--- src/sv/gbn_pkg.sv ---
// gbn_pkg: shared constants, codes and types of the go-back-n sender
// no dependencies; used by every module of the block
package gbn_pkg;

	localparam int MAX_WINDOW  = 32;
	localparam int SEQ_BITS    = 16;
	localparam int WIN_W       = 6;
	localparam int TICK_W      = 16;
	localparam int RETRANS_W   = 24;
	localparam int RESULT_CAP  = 32;
	localparam int CNT_W       = $clog2(RESULT_CAP + 1);
	localparam int QUEUE_DEPTH = 2;
	localparam int QPTR_W      = $clog2(QUEUE_DEPTH);
	localparam int QCNT_W      = $clog2(QUEUE_DEPTH + 1);
	localparam int ADDR_W      = 4;
	localparam int DATA_W      = 32;

	localparam logic [RETRANS_W-1:0] RETRANS_MAX   = {RETRANS_W{1'b1}};
	localparam logic [WIN_W-1:0]     WINDOW_RESET  = WIN_W'(1);
	localparam logic [TICK_W-1:0]    TIMEOUT_RESET = TICK_W'(150);

	// input item kinds
	localparam logic [1:0] KIND_TICK  = 2'd0;
	localparam logic [1:0] KIND_ACK   = 2'd1;
	localparam logic [1:0] KIND_START = 2'd2;

	// register indexes
	localparam logic [1:0] REG_WINDOW  = 2'd0;
	localparam logic [1:0] REG_TIMEOUT = 2'd1;
	localparam logic [1:0] REG_MSGCNT  = 2'd2;

	typedef struct packed {
		logic [WIN_W-1:0]    window_size;
		logic [TICK_W-1:0]   timeout_ticks;
		logic [SEQ_BITS-1:0] message_count;
	} cfg_t;

	// one job per accepted item: the run of sends it causes and its status
	typedef struct packed {
		logic [SEQ_BITS-1:0]  start_seq;
		logic [CNT_W-1:0]     count;
		logic [SEQ_BITS-1:0]  old_next;
		logic                 done;
		logic [RETRANS_W-1:0] retrans;
	} job_t;

	typedef enum logic {
		FR_ACCEPT,
		FR_PUSH
	} fr_state_t;

	typedef enum logic {
		BK_IDLE,
		BK_RUN
	} bk_state_t;

endpackage

--- src/sv/gbn_fifo.sv ---
// gbn_fifo: short job queue between the front and the back
// depends on gbn_pkg for job_t and the queue depth
module gbn_fifo (
	input  logic          clk,
	input  logic          arst_n,
	input  logic          wr_en,
	input  gbn_pkg::job_t wr_data,
	output logic          full,
	input  logic          rd_en,
	output gbn_pkg::job_t rd_data,
	output logic          empty
);

	gbn_pkg::job_t                   mem_q [gbn_pkg::QUEUE_DEPTH];
	logic [gbn_pkg::QPTR_W-1:0]      wr_ptr_q;
	logic [gbn_pkg::QPTR_W-1:0]      rd_ptr_q;
	logic [gbn_pkg::QCNT_W-1:0]      fill_q;

	assign full    = (fill_q == gbn_pkg::QCNT_W'(gbn_pkg::QUEUE_DEPTH));
	assign empty   = (fill_q == '0);
	assign rd_data = mem_q[rd_ptr_q];

	always_ff @(posedge clk) begin
		if (wr_en && !full) begin
			mem_q[wr_ptr_q] <= wr_data;
		end
	end

	always_ff @(posedge clk or negedge arst_n) begin
		if (!arst_n) begin
			wr_ptr_q <= '0;
			rd_ptr_q <= '0;
			fill_q   <= '0;
		end else begin
			if (wr_en && !full) begin
				wr_ptr_q <= (wr_ptr_q == gbn_pkg::QPTR_W'(gbn_pkg::QUEUE_DEPTH - 1)) ?
					'0 : wr_ptr_q + 1'b1;
			end
			if (rd_en && !empty) begin
				rd_ptr_q <= (rd_ptr_q == gbn_pkg::QPTR_W'(gbn_pkg::QUEUE_DEPTH - 1)) ?
					'0 : rd_ptr_q + 1'b1;
			end
			case ({wr_en && !full, rd_en && !empty})
				2'b10:   fill_q <= fill_q + 1'b1;
				2'b01:   fill_q <= fill_q - 1'b1;
				default: fill_q <= fill_q;
			endcase
		end
	end

endmodule

--- src/sv/gbn_front.sv ---
// gbn_front: accepts items, keeps the window state and classifies each item
// into a job for the queue; depends on gbn_pkg
module gbn_front (
	input  logic                          clk,
	input  logic                          arst_n,
	input  gbn_pkg::cfg_t                 cfg,
	input  logic                          in_valid,
	output logic                          in_ready,
	input  logic [1:0]                    kind,
	input  logic [gbn_pkg::SEQ_BITS-1:0]  ack_seq,
	output logic                          push,
	output gbn_pkg::job_t                 job,
	input  logic                          queue_full
);

	gbn_pkg::fr_state_t                  state_q, state_d;
	logic [gbn_pkg::SEQ_BITS-1:0]        base_q, base_d;
	logic [gbn_pkg::SEQ_BITS-1:0]        next_q, next_d;
	logic [gbn_pkg::SEQ_BITS-1:0]        old_next_q, old_next_d;
	logic [gbn_pkg::TICK_W-1:0]          tick_q, tick_d;
	logic [gbn_pkg::RETRANS_W-1:0]       resend_q, resend_d;
	logic                                running_q, running_d;
	logic                                accept;

	logic [gbn_pkg::SEQ_BITS-1:0]        outstanding;
	logic [gbn_pkg::SEQ_BITS-1:0]        base_inc;
	logic [gbn_pkg::TICK_W-1:0]          tick_inc;
	logic [gbn_pkg::TICK_W-1:0]          limit;
	logic [gbn_pkg::RETRANS_W:0]         resend_sum;
	logic [gbn_pkg::WIN_W-1:0]           eff_w;
	logic [gbn_pkg::WIN_W-1:0]           room;
	logic [gbn_pkg::SEQ_BITS-1:0]        avail;
	logic [gbn_pkg::CNT_W-1:0]           n_room;
	logic [gbn_pkg::CNT_W-1:0]           n_send;

	// handshake sequencing
	always_comb begin
		state_d  = state_q;
		in_ready = 1'b0;
		push     = 1'b0;
		case (state_q)
			gbn_pkg::FR_ACCEPT: begin
				in_ready = 1'b1;
				if (in_valid) state_d = gbn_pkg::FR_PUSH;
			end
			gbn_pkg::FR_PUSH: begin
				push = !queue_full;
				if (!queue_full) state_d = gbn_pkg::FR_ACCEPT;
			end
			default: state_d = gbn_pkg::FR_ACCEPT;
		endcase
	end

	assign accept = in_valid && in_ready;

	// state update for the item at the port
	assign outstanding = next_q - base_q;
	assign base_inc    = base_q + 1'b1;
	assign tick_inc    = tick_q + 1'b1;
	assign limit       = (cfg.timeout_ticks == '0) ? gbn_pkg::TICK_W'(1) : cfg.timeout_ticks;
	assign resend_sum  = {1'b0, resend_q} + (gbn_pkg::RETRANS_W + 1)'(outstanding);

	always_comb begin
		base_d     = base_q;
		next_d     = next_q;
		tick_d     = tick_q;
		resend_d   = resend_q;
		running_d  = running_q;
		old_next_d = '0;
		case (kind)
			gbn_pkg::KIND_START: begin
				base_d    = '0;
				next_d    = '0;
				tick_d    = '0;
				resend_d  = '0;
				running_d = (cfg.message_count != '0);
			end
			gbn_pkg::KIND_ACK: begin
				if (running_q && ack_seq == base_q && base_q < next_q) begin
					base_d = base_inc;
					tick_d = '0;
					if (base_inc >= cfg.message_count) running_d = 1'b0;
				end
			end
			gbn_pkg::KIND_TICK: begin
				if (running_q && outstanding != '0) begin
					tick_d = tick_inc;
					// timeout: go back to the base and count the resends
					if (tick_inc >= limit || tick_inc == '0) begin
						resend_d   = resend_sum[gbn_pkg::RETRANS_W] ? gbn_pkg::RETRANS_MAX :
							resend_sum[gbn_pkg::RETRANS_W-1:0];
						old_next_d = next_q;
						next_d     = base_q;
						tick_d     = '0;
					end
				end
			end
			default: ;
		endcase
	end

	// sends allowed now: limited by window room, messages left and result cap
	always_comb begin
		eff_w = cfg.window_size;
		if (cfg.window_size == '0) eff_w = gbn_pkg::WIN_W'(1);
		else if (cfg.window_size > gbn_pkg::WIN_W'(gbn_pkg::MAX_WINDOW))
			eff_w = gbn_pkg::WIN_W'(gbn_pkg::MAX_WINDOW);
		room  = (outstanding < gbn_pkg::SEQ_BITS'(eff_w)) ?
			eff_w - gbn_pkg::WIN_W'(outstanding) : '0;
		avail = (cfg.message_count > next_q) ? cfg.message_count - next_q : '0;
		n_room = (avail < gbn_pkg::SEQ_BITS'(room)) ? gbn_pkg::CNT_W'(avail) :
			gbn_pkg::CNT_W'(room);
		if (n_room > gbn_pkg::CNT_W'(gbn_pkg::RESULT_CAP))
			n_room = gbn_pkg::CNT_W'(gbn_pkg::RESULT_CAP);
		n_send = running_q ? n_room : '0;
	end

	always_comb begin
		job.start_seq = next_q;
		job.count     = n_send;
		job.old_next  = old_next_q;
		job.done      = !running_q && (base_q >= cfg.message_count);
		job.retrans   = resend_q;
	end

	always_ff @(posedge clk or negedge arst_n) begin
		if (!arst_n) begin
			state_q    <= gbn_pkg::FR_ACCEPT;
			base_q     <= '0;
			next_q     <= '0;
			old_next_q <= '0;
			tick_q     <= '0;
			resend_q   <= '0;
			running_q  <= 1'b0;
		end else begin
			state_q <= state_d;
			if (accept) begin
				base_q     <= base_d;
				next_q     <= next_d;
				old_next_q <= old_next_d;
				tick_q     <= tick_d;
				resend_q   <= resend_d;
				running_q  <= running_d;
			end else if (push) begin
				next_q <= next_q + gbn_pkg::SEQ_BITS'(n_send);
			end
		end
	end

endmodule

--- src/sv/gbn_back.sv ---
// gbn_back: expands each queued job into result beats through an output register
// depends on gbn_pkg
module gbn_back (
	input  logic                           clk,
	input  logic                           arst_n,
	input  gbn_pkg::job_t                  q_data,
	input  logic                           q_empty,
	output logic                           pop,
	output logic                           out_valid,
	input  logic                           out_ready,
	output logic                           send_valid,
	output logic [gbn_pkg::SEQ_BITS-1:0]   send_seq,
	output logic                           is_resend,
	output logic                           done_res,
	output logic [gbn_pkg::RETRANS_W-1:0]  retrans_count,
	output logic                           last
);

	gbn_pkg::bk_state_t             state_q, state_d;
	gbn_pkg::job_t                  cur_q;
	logic [gbn_pkg::CNT_W-1:0]      idx_q;
	logic                           out_valid_q;
	logic                           emit;
	logic                           can_load;
	logic                           r_send;
	logic [gbn_pkg::SEQ_BITS-1:0]   r_seq;
	logic                           r_resend;
	logic                           r_last;

	assign can_load = !out_valid_q || out_ready;

	always_comb begin
		r_send   = (cur_q.count != '0);
		r_seq    = r_send ? cur_q.start_seq + gbn_pkg::SEQ_BITS'(idx_q) : '0;
		r_resend = r_send && (r_seq < cur_q.old_next);
		r_last   = !r_send || (idx_q == cur_q.count - 1'b1);
	end

	always_comb begin
		state_d = state_q;
		pop     = 1'b0;
		emit    = 1'b0;
		case (state_q)
			gbn_pkg::BK_IDLE: begin
				if (!q_empty) begin
					pop     = 1'b1;
					state_d = gbn_pkg::BK_RUN;
				end
			end
			gbn_pkg::BK_RUN: begin
				if (can_load) begin
					emit = 1'b1;
					if (r_last) state_d = gbn_pkg::BK_IDLE;
				end
			end
			default: state_d = gbn_pkg::BK_IDLE;
		endcase
	end

	always_ff @(posedge clk or negedge arst_n) begin
		if (!arst_n) begin
			state_q     <= gbn_pkg::BK_IDLE;
			idx_q       <= '0;
			out_valid_q <= 1'b0;
		end else begin
			state_q <= state_d;
			if (pop) idx_q <= '0;
			else if (emit && !r_last) idx_q <= idx_q + 1'b1;
			if (emit) out_valid_q <= 1'b1;
			else if (out_ready) out_valid_q <= 1'b0;
		end
	end

	always_ff @(posedge clk) begin
		if (pop) cur_q <= q_data;
		if (emit) begin
			send_valid    <= r_send;
			send_seq      <= r_seq;
			is_resend     <= r_resend;
			done_res      <= cur_q.done;
			retrans_count <= cur_q.retrans;
			last          <= r_last;
		end
	end

	assign out_valid = out_valid_q;

endmodule

--- src/sv/go_back_n_sender_unit.sv ---
// go_back_n_sender_unit: go-back-n window sender, top level with register port
// flow: the front takes an item and queues its job before it takes the next one; the back loads
// a job, then gives one beat a cycle while out_ready does not hold it, for max(1, sends) beats
// reset: window state, counters and queue clear; registers take their reset values
// depends on gbn_pkg, gbn_front, gbn_fifo, gbn_back
module go_back_n_sender_unit (
	input  logic                           clk,
	input  logic                           arst_n,
	// register port
	input  logic                           psel,
	input  logic                           penable,
	input  logic                           pwrite,
	input  logic [gbn_pkg::ADDR_W-1:0]     paddr,
	input  logic [gbn_pkg::DATA_W-1:0]     pwdata,
	output logic [gbn_pkg::DATA_W-1:0]     prdata,
	output logic                           pready,
	// input items
	input  logic                           in_valid,
	output logic                           in_ready,
	input  logic [1:0]                     kind,
	input  logic [gbn_pkg::SEQ_BITS-1:0]   ack_seq,
	// result beats
	output logic                           out_valid,
	input  logic                           out_ready,
	output logic                           send_valid,
	output logic [gbn_pkg::SEQ_BITS-1:0]   send_seq,
	output logic                           is_resend,
	output logic                           done_res,
	output logic [gbn_pkg::RETRANS_W-1:0]  retrans_count,
	output logic                           last
);

	gbn_pkg::cfg_t   cfg_q;
	gbn_pkg::job_t   push_job;
	gbn_pkg::job_t   head_job;
	logic            push;
	logic            pop;
	logic            q_full;
	logic            q_empty;
	logic            wr_hit;
	logic [1:0]      reg_idx;

	// register port: no wait states, word addressed
	assign pready  = 1'b1;
	assign reg_idx = paddr[3:2];
	assign wr_hit  = psel && penable && pwrite;

	always_ff @(posedge clk or negedge arst_n) begin
		if (!arst_n) begin
			cfg_q.window_size   <= gbn_pkg::WINDOW_RESET;
			cfg_q.timeout_ticks <= gbn_pkg::TIMEOUT_RESET;
			cfg_q.message_count <= '0;
		end else if (wr_hit) begin
			case (reg_idx)
				gbn_pkg::REG_WINDOW:  cfg_q.window_size   <= pwdata[gbn_pkg::WIN_W-1:0];
				gbn_pkg::REG_TIMEOUT: cfg_q.timeout_ticks <= pwdata[gbn_pkg::TICK_W-1:0];
				gbn_pkg::REG_MSGCNT:  cfg_q.message_count <= pwdata[gbn_pkg::SEQ_BITS-1:0];
				default: ;
			endcase
		end
	end

	// read back, zero extended
	always_comb begin
		case (reg_idx)
			gbn_pkg::REG_WINDOW:  prdata = gbn_pkg::DATA_W'(cfg_q.window_size);
			gbn_pkg::REG_TIMEOUT: prdata = gbn_pkg::DATA_W'(cfg_q.timeout_ticks);
			gbn_pkg::REG_MSGCNT:  prdata = gbn_pkg::DATA_W'(cfg_q.message_count);
			default:              prdata = '0;
		endcase
	end

	// front: takes the item, updates base, next, timer and resend total at the
	// accepting edge, then in its push state sizes the send run and queues the job once the queue has room
	gbn_front u_front (
		.clk        (clk),
		.arst_n     (arst_n),
		.cfg        (cfg_q),
		.in_valid   (in_valid),
		.in_ready   (in_ready),
		.kind       (kind),
		.ack_seq    (ack_seq),
		.push       (push),
		.job        (push_job),
		.queue_full (q_full)
	);

	// two jobs of slack so the front keeps accepting while the back drains a window
	gbn_fifo u_fifo (
		.clk     (clk),
		.arst_n  (arst_n),
		.wr_en   (push),
		.wr_data (push_job),
		.full    (q_full),
		.rd_en   (pop),
		.rd_data (head_job),
		.empty   (q_empty)
	);

	// back: one result beat per cycle into the output register while the receiver takes them, last on the final one
	gbn_back u_back (
		.clk           (clk),
		.arst_n        (arst_n),
		.q_data        (head_job),
		.q_empty       (q_empty),
		.pop           (pop),
		.out_valid     (out_valid),
		.out_ready     (out_ready),
		.send_valid    (send_valid),
		.send_seq      (send_seq),
		.is_resend     (is_resend),
		.done_res      (done_res),
		.retrans_count (retrans_count),
		.last          (last)
	);

endmodule

--- config.mk ---
export PLATFORM = sky130hd
export DESIGN_NAME = go_back_n_sender_unit
export DESIGN_NICKNAME = d
export VERILOG_FILES = /design/src/sv/gbn_pkg.sv /design/src/sv/gbn_fifo.sv /design/src/sv/gbn_front.sv /design/src/sv/gbn_back.sv /design/src/sv/go_back_n_sender_unit.sv
export SDC_FILE = /design/constraint.sdc
export NUM_CORES = 1
export LEC_CHECK = 0
export BUFFER_PORTS_ARGS = -buffer_cell sky130_fd_sc_hd__buf_2
export CAP_MARGIN = 20
export CORE_ASPECT_RATIO = 0.5
export CORE_MARGIN = 5
export CORE_UTILIZATION = 50
export DETAILED_ROUTE_END_ITERATION = 7
export HOLD_SLACK_MARGIN = 0.15
export PLACE_DENSITY = 0.65
export SKIP_CTS_REPAIR_TIMING = 1
export SYNTH_ARGS = -nofsm -noshare
export SYNTH_HDL_FRONTEND = slang
export SYNTH_HIERARCHICAL = 1
export SYNTH_SLANG_ARGS = --single-unit
--- constraint.sdc ---
create_clock -name clk -period 11 [get_ports clk]
set_input_delay 2.2 -clock clk [delete_from_list [all_inputs] [get_ports clk]]
set_output_delay 2.2 -clock clk [all_outputs]
set_load 0.03 [all_outputs]
Word-level counts from Yosys, hierarchy flattened:

Memory sizes are Yosys's and may differ from the RTL's. A register that Yosys moved wholly into a read port is not among the register bits.
Index checks and enable logic that the tools add are counted.

* flip-flop bits (word level): 184
* RAM bits: 126
* input bits: 61
* output and inout port bits: 79
* word-level logic and storage cells: 161
* memories kept: 1

* add/sub/neg operators: 14
* magnitude comparators: 10
* equality and inequality tests: 16
* multiplexer cells: 52
* bitwise operators: 2
* reductions and logical operators: 44

Memory list
* u_fifo.mem_q: depth 2, bits a word 63, rd ports 1, clocked after Yosys merged registers in 1, write ports 1, RTL line gbn_fifo.sv:14 `gbn_pkg::job_t mem_q [gbn_pkg::QUEUE_DEPTH];`

Operator list (count)
* 16-bit 2-to-1 mux: 14
* 16-bit one-hot mux with 3 select lines: 2
* 24-bit 2-to-1 mux: 3
* 16-bit one-hot mux with 2 select lines: 2
* 16-bit >= comparator: 3
* 6-bit 2-to-1 mux: 8
* 24-bit one-hot mux with 2 select lines: 1
* 16-bit by 1-bit adder with 16-bit output (second input constant): 2
* 16-bit by 6-bit adder with 16-bit output: 2
* 16-bit zero test: 2
* 16-bit < comparator: 2
* 16-bit by 6-bit < comparator with 1-bit output: 2
* 16-bit nonzero test: 2
* 16-bit subtractor: 2
* 24-bit by 16-bit adder with 25-bit output: 1
* 1-bit 2-to-1 mux: 18
* 16-bit equality test: 1
* 16-bit > comparator: 1
* 4-bit AND reduction: 4
* 6-bit > comparator (second input constant): 2
* 2-bit nonzero test: 6
* 1-bit logical AND: 11
* 3-bit != test (second input constant): 3
* 2-bit equality test (second input constant): 4
* 20 further kinds: 40

Depth between registers and ports, before layout:

Gate-level depths: netlist of the first run.

* depth in word-level cells: 13
* mapped depth: 38
* gate-level depth less buffers: 36

By module:

Netlist of the first run, hierarchy kept.

Modules (own cells, without submodules)
* gbn_front: times used 1, cells an instance 1180, area an instance 9425.3 sq um
* gbn_fifo: times used 1, cells an instance 214, area an instance 5042.3 sq um
* gbn_back: times used 1, cells an instance 298, area an instance 4683.2 sq um
* go_back_n_sender_unit: times used 1, cells an instance 137, area an instance 1869.3 sq um

Worst setup path after synthesis of the first run:

OpenSTA, ideal clock, no wires.

* path kind: reg-to-reg
* start point: register u_front/base_q[0] (netlist bit)
* end point: register u_front/next_q[15] (netlist bit)
* library setup time: 0.121 ns
* arrival: 7.084 ns
* slack: 3.795 ns
* stages on the path, launching flop included: 33
* clock period less this slack: 7.205 ns
* path through: dfrtp_1 -> ha_1 -> fa_1 -> nand2b_1 -> a21oi_1 -> nand2b_1 -> a221oi_1 -> nor4_1 -> nor4b_1 -> and4bb_1 -> buf_6 -> nand2_1 -> ha_1 -> a21oi_1 -> o21ai_0 -> or3_1 -> or4_1 -> nor4_1 -> o2111ai_1 -> o31ai_1 -> and2_1 -> buf_6 -> mux2i_1 -> ha_1 -> a21o_1 -> a21o_1 -> a21o_1 -> a21oi_1 -> nor2b_1 -> o21ai_0 -> nand2b_1 -> o32ai_1 -> a22o_1

RTL lines
* start: declaration: RTL line gbn_front.sv:17 `logic [gbn_pkg::SEQ_BITS-1:0] base_q, base_d;`
* start signal: assignment: RTL line gbn_front.sv:138 `base_q <= base_d;`
* end signal: assignment: RTL line gbn_front.sv:139 `next_q <= next_d;`
* end signal: assignment: RTL line gbn_front.sv:145 `next_q <= next_q + gbn_pkg::SEQ_BITS'(n_send);`
* end: declaration: RTL line gbn_front.sv:18 `logic [gbn_pkg::SEQ_BITS-1:0] next_q, next_d;`

==> flow_summary_export.csv, run 1 <==
group,metric,value,unit
critical_path,path_buf_inv,1,
synthesis,synth_top_area_frac,0.3329,
power,p_leak,9.968,nW
clock_tree,cts_root_buf,"clkbuf_16",
clock_tree,insertion_delay,550,ps
critical_path,crit_required,11430,ps
critical_path,slowest_delay,750,ps
critical_path,crit_type,"flip-flop to flip-flop",
global_route,grt_pass1_wl,78000,um
synthesis,ys.flop_type,"edfxtp_1",
clock_tree,cts_tree,"done",
synthesis,yosysWarnings,6,
synthesis,synthTopCellsByArea,"edfxtp_1, dfrtp_1, ha_1",
power,p_switching,1.943,mW
detailed_routing,via_per_inst,5.694,
synthesis,yosys_register_bits,373,
clock_tree,numCtsBuffers,36,
synthesis,synth_edf_count,233,
detailed_routing,drtAntennaViolNets,0,
global_route,grt_antenna_before_repair,0,
clock_tree,cts_max_level,2,
job,maxCapViolations,0,
detailed_routing,first_iter_violations,1150,
synthesis,synth_simple_gate_area_frac,0.1130,
power,total_power,5.352,mW
finish,nets,2136,
synthesis,ys_async_sr_fraction,0.3753,
power,pwr-share-clk,0.237,
floorplanning,die_x,300.0,um
clock_tree,clockBufferDepth,3,
detailed_routing,wl_per_cell,19.67,um
global_route,grt_pass1_vias,13710,
floorplanning,start_util,0.5031,
timing,drv_slew,0,
min_path,hold_depth,0,
synthesis,synthesis.area,21020,um^2
global_route,grt_max_degree,78,
clock_tree,clock-sinks,373,
timing,hold_violations,0,
placement,dp_hpwl,35370,um
timing,post-route-period-util,0.8903,
floorplanning,core_region_area,41780,um^2
power,intPower,3.408,mW
critical_path,crit_cells,30,
timing,finalSetupTns,0,ps
finish,final_cells,2502,
timing,layout_min_cycle_time,9794,ps
critical_path,crit_start,"u_front/next_q[1]$_DFFE_PN0P_",
timing,setup_viol,0,
global_route,overflow,0,
floorplanning,io-pin-count,140,
synthesis,postSynthCellCount,1829,
floorplanning,core.rowCount,53,
synthesis,synth_top_area_cell,"edfxtp_1",
status,outcome,"finished, final reports clean",
detailed_routing,drt_pass1_iterations,5,
synthesis,synth_fa_ha_area_frac,0.09143,
placement,dp_cells,2436,
critical_path,r2r_cells,30,
critical_path,setup.worst_path.start_class,"flip-flop",
synthesis,yosysUniqueCellTypes,84,
critical_path,crit_family,"simple AND/OR/NAND/NOR gates",
critical_path,crit_slowest_cell,"nor4b_1",
synthesis,synth_seq_area_share,0.4998,
power,pwr-share-comb,0.379,
timing,max_slew_margin,0.3006,
placement,dp_worst_setup_slack,1468,ps
power,switching_share,0.3631,
min_path,hp-class,"flip-flop to flip-flop",
synthesis,synth_top_family_by_area,"compound AO/OA/AOI/OAI gates",
synthesis,synth_compound_area_frac,0.1252,
synthesis,synthMuxAreaShare,0.07827,
synthesis,synth_xor_area_frac,0.04333,
clock_tree,clk_pin_slew,70,ps
finish,drive_gt1_frac,0.1624,
finish,area_delta_synth_final,9.934,%
finish,diodes,0,
placement,place_congestion,0.9516,
detailed_routing,drc,0,
timing,setup_ws,1206,ps
critical_path,path_max_fanout,10,
critical_path,worstPathArrival,10220,ps
timing,fmax,102.1,MHz
timing,worst_pin_slew,1049,ps
placement,io_buffers,104,
floorplanning,die-area,46490,um^2
min_path,worstHoldStart,"u_back/cur_q[17]$_DFFE_PP_",
power,peakVddDrop,0.1457,mV
detailed_routing,via_count,14250,
critical_path,r2r_start,"u_front/next_q[1]$_DFFE_PN0P_",
global_route,grt_util_all_layers,0.2106,
power,cellPowerDensity,231.6,nW/um^2
detailed_routing,drt_wl_total,49210,um
power,pwr-share-seq,0.384,
synthesis,synth_area_per_cell,11.49,um^2
floorplanning,die_y,155.0,um
critical_path,end_kind,"flip-flop",
timing,rsz0062_at_grt,"false",
timing,fin_skew,23.10,ps
-- state kept, by name (all words and copies together), names as in the netlist, 2 cells and up --
name / flops
u_back/retrans_count: 24
u_front/tick_q: 16
u_front/base_q: 16
cfg_q: 38
u_back/cur_q: 63
u_front/resend_q: 24
u_back/idx_q: 6
u_front/old_next_q: 16
u_back/send_seq: 16
u_front/next_q: 16
u_fifo/fill_q: 2
u_fifo/mem_q: 126
-- synthesized netlist by cell type (all sizes together) (5+ instances only) --
library cell and instances:
a211oi 13, a21o 33, a21oi 75, a22o 33
a22oi 6, a31oi 6, and2 7, and3 24
and4 5, buf 48, clkbuf 29, dfrtp 135
dfstp 5, edfxtp 233, fa 6, ha 144
inv 126, mux2 105, mux2i 20, nand2 143
nand2b 24, nand3 44, nand4 33, nor2 103
nor2b 20, nor3 31, nor3b 6, nor4 14
o211ai 12, o21a 29, o21ai 110, o21bai 7
o31a 5, o31ai 14, o32ai 6, or2 5
or3 8, or4 5, xnor2 68, xor2 36
-- power by group through the flow --
| stage | registers, mW | logic (mW) | clock network, mW |
|---|---|---|---|
| 2_1_floorplan | 2.01 | 1.59 | 0 |
| 5_1_grt | 2.09 | 2.23 | 1.36 |
| 3_5_place_dp | 2.09 | 2.00 | 0 |
| 4_1_cts | 2.06 | 2.01 | 1.30 |
| 6_report | 2.06 | 2.03 | 1.27 |
| 3_3_place_gp | 2.07 | 1.98 | 0 |
-- metal layers --
layer  global-route usage  share of wire  vias up
li1                     -              -     6869
met1               0.3244           0.49     6862
met4              0.04485          0.018        0
met3              0.04156          0.068       79
met2               0.3102           0.43      437
met5                    0              0        -
-- layout by cell type (no fill, tap or decap), types with 6 or more instances in the layout --
cell type,instances
nor4_1,14
mux2_4,70
or3_1,8
mux2_2,35
a22o_1,33
o21bai_1,7
nor2_1,99
conb_1,17
o32ai_1,6
fa_1,6
nand2b_1,23
o21a_1,29
a21oi_1,75
o211ai_1,11
o31ai_1,13
clkinv_2,8
nor3_1,29
xnor2_1,68
edfxtp_1,233
mux2i_1,20
xor2_1,36
clkbuf_16,37
buf_4,15
inv_1,124
a211oi_1,12
nor2b_1,19
and3_1,23
a22oi_1,6
buf_2,103
nand4_1,33
ha_1,144
o21ai_0,106
dfrtp_1,134
nand3_1,44
a31oi_1,6
nand2_1,143
a21o_1,33
-- per-stage QoR --
step,util,cell area (um^2),hold WS [ps]
floorplan,-,21080,400.3
global placement,0.5237,21880,401.8
detailed placement,0.5237,21880,404.5
CTS,0.5525,23080,419.7
global route,0.5531,23110,426.8
finish,0.5531,23110,418.3
-- cells by family (layout without fill, tap and decap cells) --
group / Yosys count / in the layout
and+or+nand+nor: 480 / 480
other: 2 / 17
DFF: 373 / 373
xor gates and xnor gates: 104 / 104
muxes: 125 / 125
buffers and inverters: 203 / 311
adders and majority gates: 150 / 150
AOI/OAI and AO/OA: 392 / 392
-- worst paths after layout --
kind,endpoint,slack (ps)
setup / recovery,u_front/next_q[15]$_DFFE_PN0P_,1210
hold / removal,u_back/retrans_count[17]$_DFFE_PP_,420
setup reg to reg,u_front/next_q[15]$_DFFE_PN0P_,1210
hold reg to reg,u_back/retrans_count[17]$_DFFE_PP_,420
max in group asynchronous,u_fifo/rd_ptr_q$_DFFE_PN0P_,7770
min in group asynchronous,cfg_q[0]$_DFFE_PN0P_,1710
-- final cells by class --
class	instances	area (um^2)
clock buffer	42	933.4
clock inverter	23	270.3
fill	3565	18670
inverter	126	473.0
multi-input combinational	1268	9569
sequential	373	10510
tap	550	688.2
timing repair buffer	120	664.4
-- worst register-to-register path, delay by kind of cell, from the launching register on --
kind | cells | cell delay, ps
multiplexers | 1 | 580
AND/OR/NAND/NOR | 12 | 3920
flip-flops | 1 | 620
buffers and inverters | 1 | 320
AO/OA/AOI/OAI | 13 | 3020
adder cells (fa/ha/maj) | 3 | 1210
Power figures use the tool's default switching activity.
==> run 2, diff against run 1 <==
Settings changed: CORE_MARGIN 5 to default, CORE_UTILIZATION 50 to 45, PLACE_DENSITY 0.65 to 0.59.
Clock period 11 ns to 10.8 ns, I/O delays scaled along.
==> run 2 against run 1 <==
Effect of this change:
- design area grew 0.58%
- global-route usage is 0.38 points higher
- via count fell by 0.20%
- sequential cell count did not move
- non-clock buffer count did not move
- largest cell class unchanged
==> flow_summary_export.csv, run 2 (synthesis gave the netlist of run 1 again) <==
group,metric,value,unit
finish,diodes,0,
floorplanning,die_y,154.8,um
timing,setup_viol,0,
power,cellPowerDensity,236.2,nW/um^2
floorplanning,die_x,307.7,um
placement,dp_hpwl,35490,um
finish,largestRegisters,"u_fifo/mem_q (126), u_back/cur_q (63), cfg_q (38)",
min_path,hold_depth,0,
clock_tree,clockBufferDepth,3,
job,maxCapViolations,0,
critical_path,slowest_delay,640,ps
global_route,met3_usage,0.04275,
finish,largest_reg_flops,126,
detailed_routing,via_count,14220,
global_route,grt_antenna_before_repair,0,
finish,final_cells,2581,
clock_tree,insertion_delay,560,ps
timing,worst_pin_slew,1048,ps
timing,layout_min_cycle_time,9717,ps
timing,drv_slew,0,
critical_path,r2r_cells,30,
critical_path,path_max_fanout,10,
detailed_routing,drtAntennaViolNets,0,
min_path,hold_path_end,"u_back/retrans_count[23]$_DFFE_PP_",
placement,dp_cells,2511,
finish,area_delta_synth_final,10.57,%
detailed_routing,drt_wl_total,50200,um
clock_tree,cts_root_buf,"clkbuf_16",
timing,fmax,102.9,MHz
power,p_leak,9.965,nW
min_path,worstHoldStart,"u_back/cur_q[23]$_DFFE_PP_",
power,peakVddDrop,0.1124,mV
floorplanning,start_util,0.4607,
timing,holdWs,419.0,ps
detailed_routing,drc,0,
timing,max_slew_margin,0.3010,
finish,drive_gt1_frac,0.1633,
floorplanning,die-area,47630,um^2
global_route,grt_busiest_layer,"met1",
timing,rsz0062_at_grt,"false",
min_path,hp-class,"flip-flop to flip-flop",
critical_path,crit_slowest_cell,"nor4b_1",
global_route,use_met1,0.3223,
critical_path,worstPathArrival,10160,ps
finish,layout_common_cells,"edfxtp_1, ha_1, nand2_1, dfrtp_1, inv_1",
finish,largest_register,"u_fifo/mem_q",
critical_path,end_kind,"flip-flop",
status,outcome,"finished, final reports clean",
global_route,grt_max_degree,74,
timing,post-route-period-util,0.8998,
clock_tree,cts_tree,"done",
floorplanning,io-pin-count,140,
detailed_routing,via_per_inst,5.509,
detailed_routing,first_iter_violations,1270,
clock_tree,numCtsBuffers,37,
finish,regArea,10510,um^2
placement,io_buffers,104,
timing,finalSetupTns,0,ps
critical_path,crit_required,11240,ps
finish,final_core_util,0.5094,
finish,nets,2137,
detailed_routing,wl_per_cell,19.45,um
global_route,grtUsageMet2,0.3159,
floorplanning,core_region_area,45630,um^2
finish,fillers,4091,
floorplanning,core.rowCount,55,
critical_path,crit_type,"flip-flop to flip-flop",
timing,fin_skew,35.51,ps
timing,hold_violations,0,
global_route,grt_util_all_layers,0.2144,
finish,mostFrequentLayoutCell,"edfxtp_1",
clock_tree,cts_max_level,2,
finish,multi_input_area,9569,um^2
global_route,grt_pass1_vias,13850,
detailed_routing,drt_pass1_iterations,5,
critical_path,rrSetupSlack,1080,ps
critical_path,r2r_end,"u_front/next_q[15]$_DFFE_PN0P_",
critical_path,setup.worst_path.start_class,"flip-flop",
global_route,grt_pass1_wl,79430,um
critical_path,r2r_start,"u_front/next_q[1]$_DFFE_PN0P_",
placement,place_congestion,0.8966,
global_route,overflow,0,
clock_tree,clk_pin_slew,60,ps
clock_tree,clock-sinks,373,
==> run 2: changes by cell type in the layout (fill, tap and decap cells not counted), sizes merged <==
cell | previous run | this run
buf | 119 | 120
clkbuf | 43 | 46
bufinv | 5 | 3
clkinv | 15 | 9
inv | 127 | 129
clkinvlp | 2 | 6
==> run 2: worst max path at each step <==
| stage | start | endpoint | slack (ps) | cells after the start |
|---|---|---|---|---|
| 2_1_floorplan | u_front/base_q[0]$_DFFE_PN0P_ | u_front/next_q[15]$_DFFE_PN0P_ | 3600 | 32 |
| 3_3_place_gp | u_front/next_q[1]$_DFFE_PN0P_ | u_front/next_q[15]$_DFFE_PN0P_ | 1410 | 30 |
| 3_5_place_dp | u_front/next_q[1]$_DFFE_PN0P_ | u_front/next_q[15]$_DFFE_PN0P_ | 1260 | 30 |
| 4_1_cts | u_front/next_q[1]$_DFFE_PN0P_ | u_front/next_q[15]$_DFFE_PN0P_ | 1250 | 30 |
| 5_1_grt | u_front/next_q[1]$_DFFE_PN0P_ | u_front/next_q[15]$_DFFE_PN0P_ | 510 | 30 |
| 6_report | u_front/next_q[1]$_DFFE_PN0P_ | u_front/next_q[15]$_DFFE_PN0P_ | 1080 | 30 |
==> run 2: cell type report <==
cell class | instances | area share
clock buffers | 46 | 0.04350
clock inverters | 21 | 0.009798
inverters | 126 | 0.02035
multi-input cells | 1268 | 0.4117
flip-flops and latches | 373 | 0.4522
well taps | 627 | 0.03375
repair buffers | 120 | 0.02869
==> run 2: critical path: cells and delay by family (launching register included) <==
kind	cells	cell delay [ps]
buffers and inverters	1	280
adders and majority gates	3	1180
and+or+nand+nor	12	3870
muxes	1	530
DFF	1	630
AOI/OAI and AO/OA	13	3070
==> run 2: through the flow <==
step	cell area, um^2	total power, mW	setup slack (ps)
3_5_place_dp	21960	4.162	1263
5_1_grt	23240	5.837	506.0
2_1_floorplan	21080	3.664	3595
3_3_place_gp	21960	4.141	1405
4_1_cts	23200	5.518	1250
6_report	23240	5.489	1083
==> run 2: where the power goes <==
group          leakage (nW)  switching [mW]  total [mW]  internal [mW]
sequential             4.00           0.250        2.10           1.85
combinational          5.38            1.18        2.06          0.876
clock                 0.587           0.586        1.33          0.748
total                  9.97            2.02        5.49           3.47
==> run 2: layer usage <==
layer  wire length, um  share of wire
met3              3521          0.070
met4               901          0.018
met5                 0              0
met2             21010           0.42
met1             24760           0.49
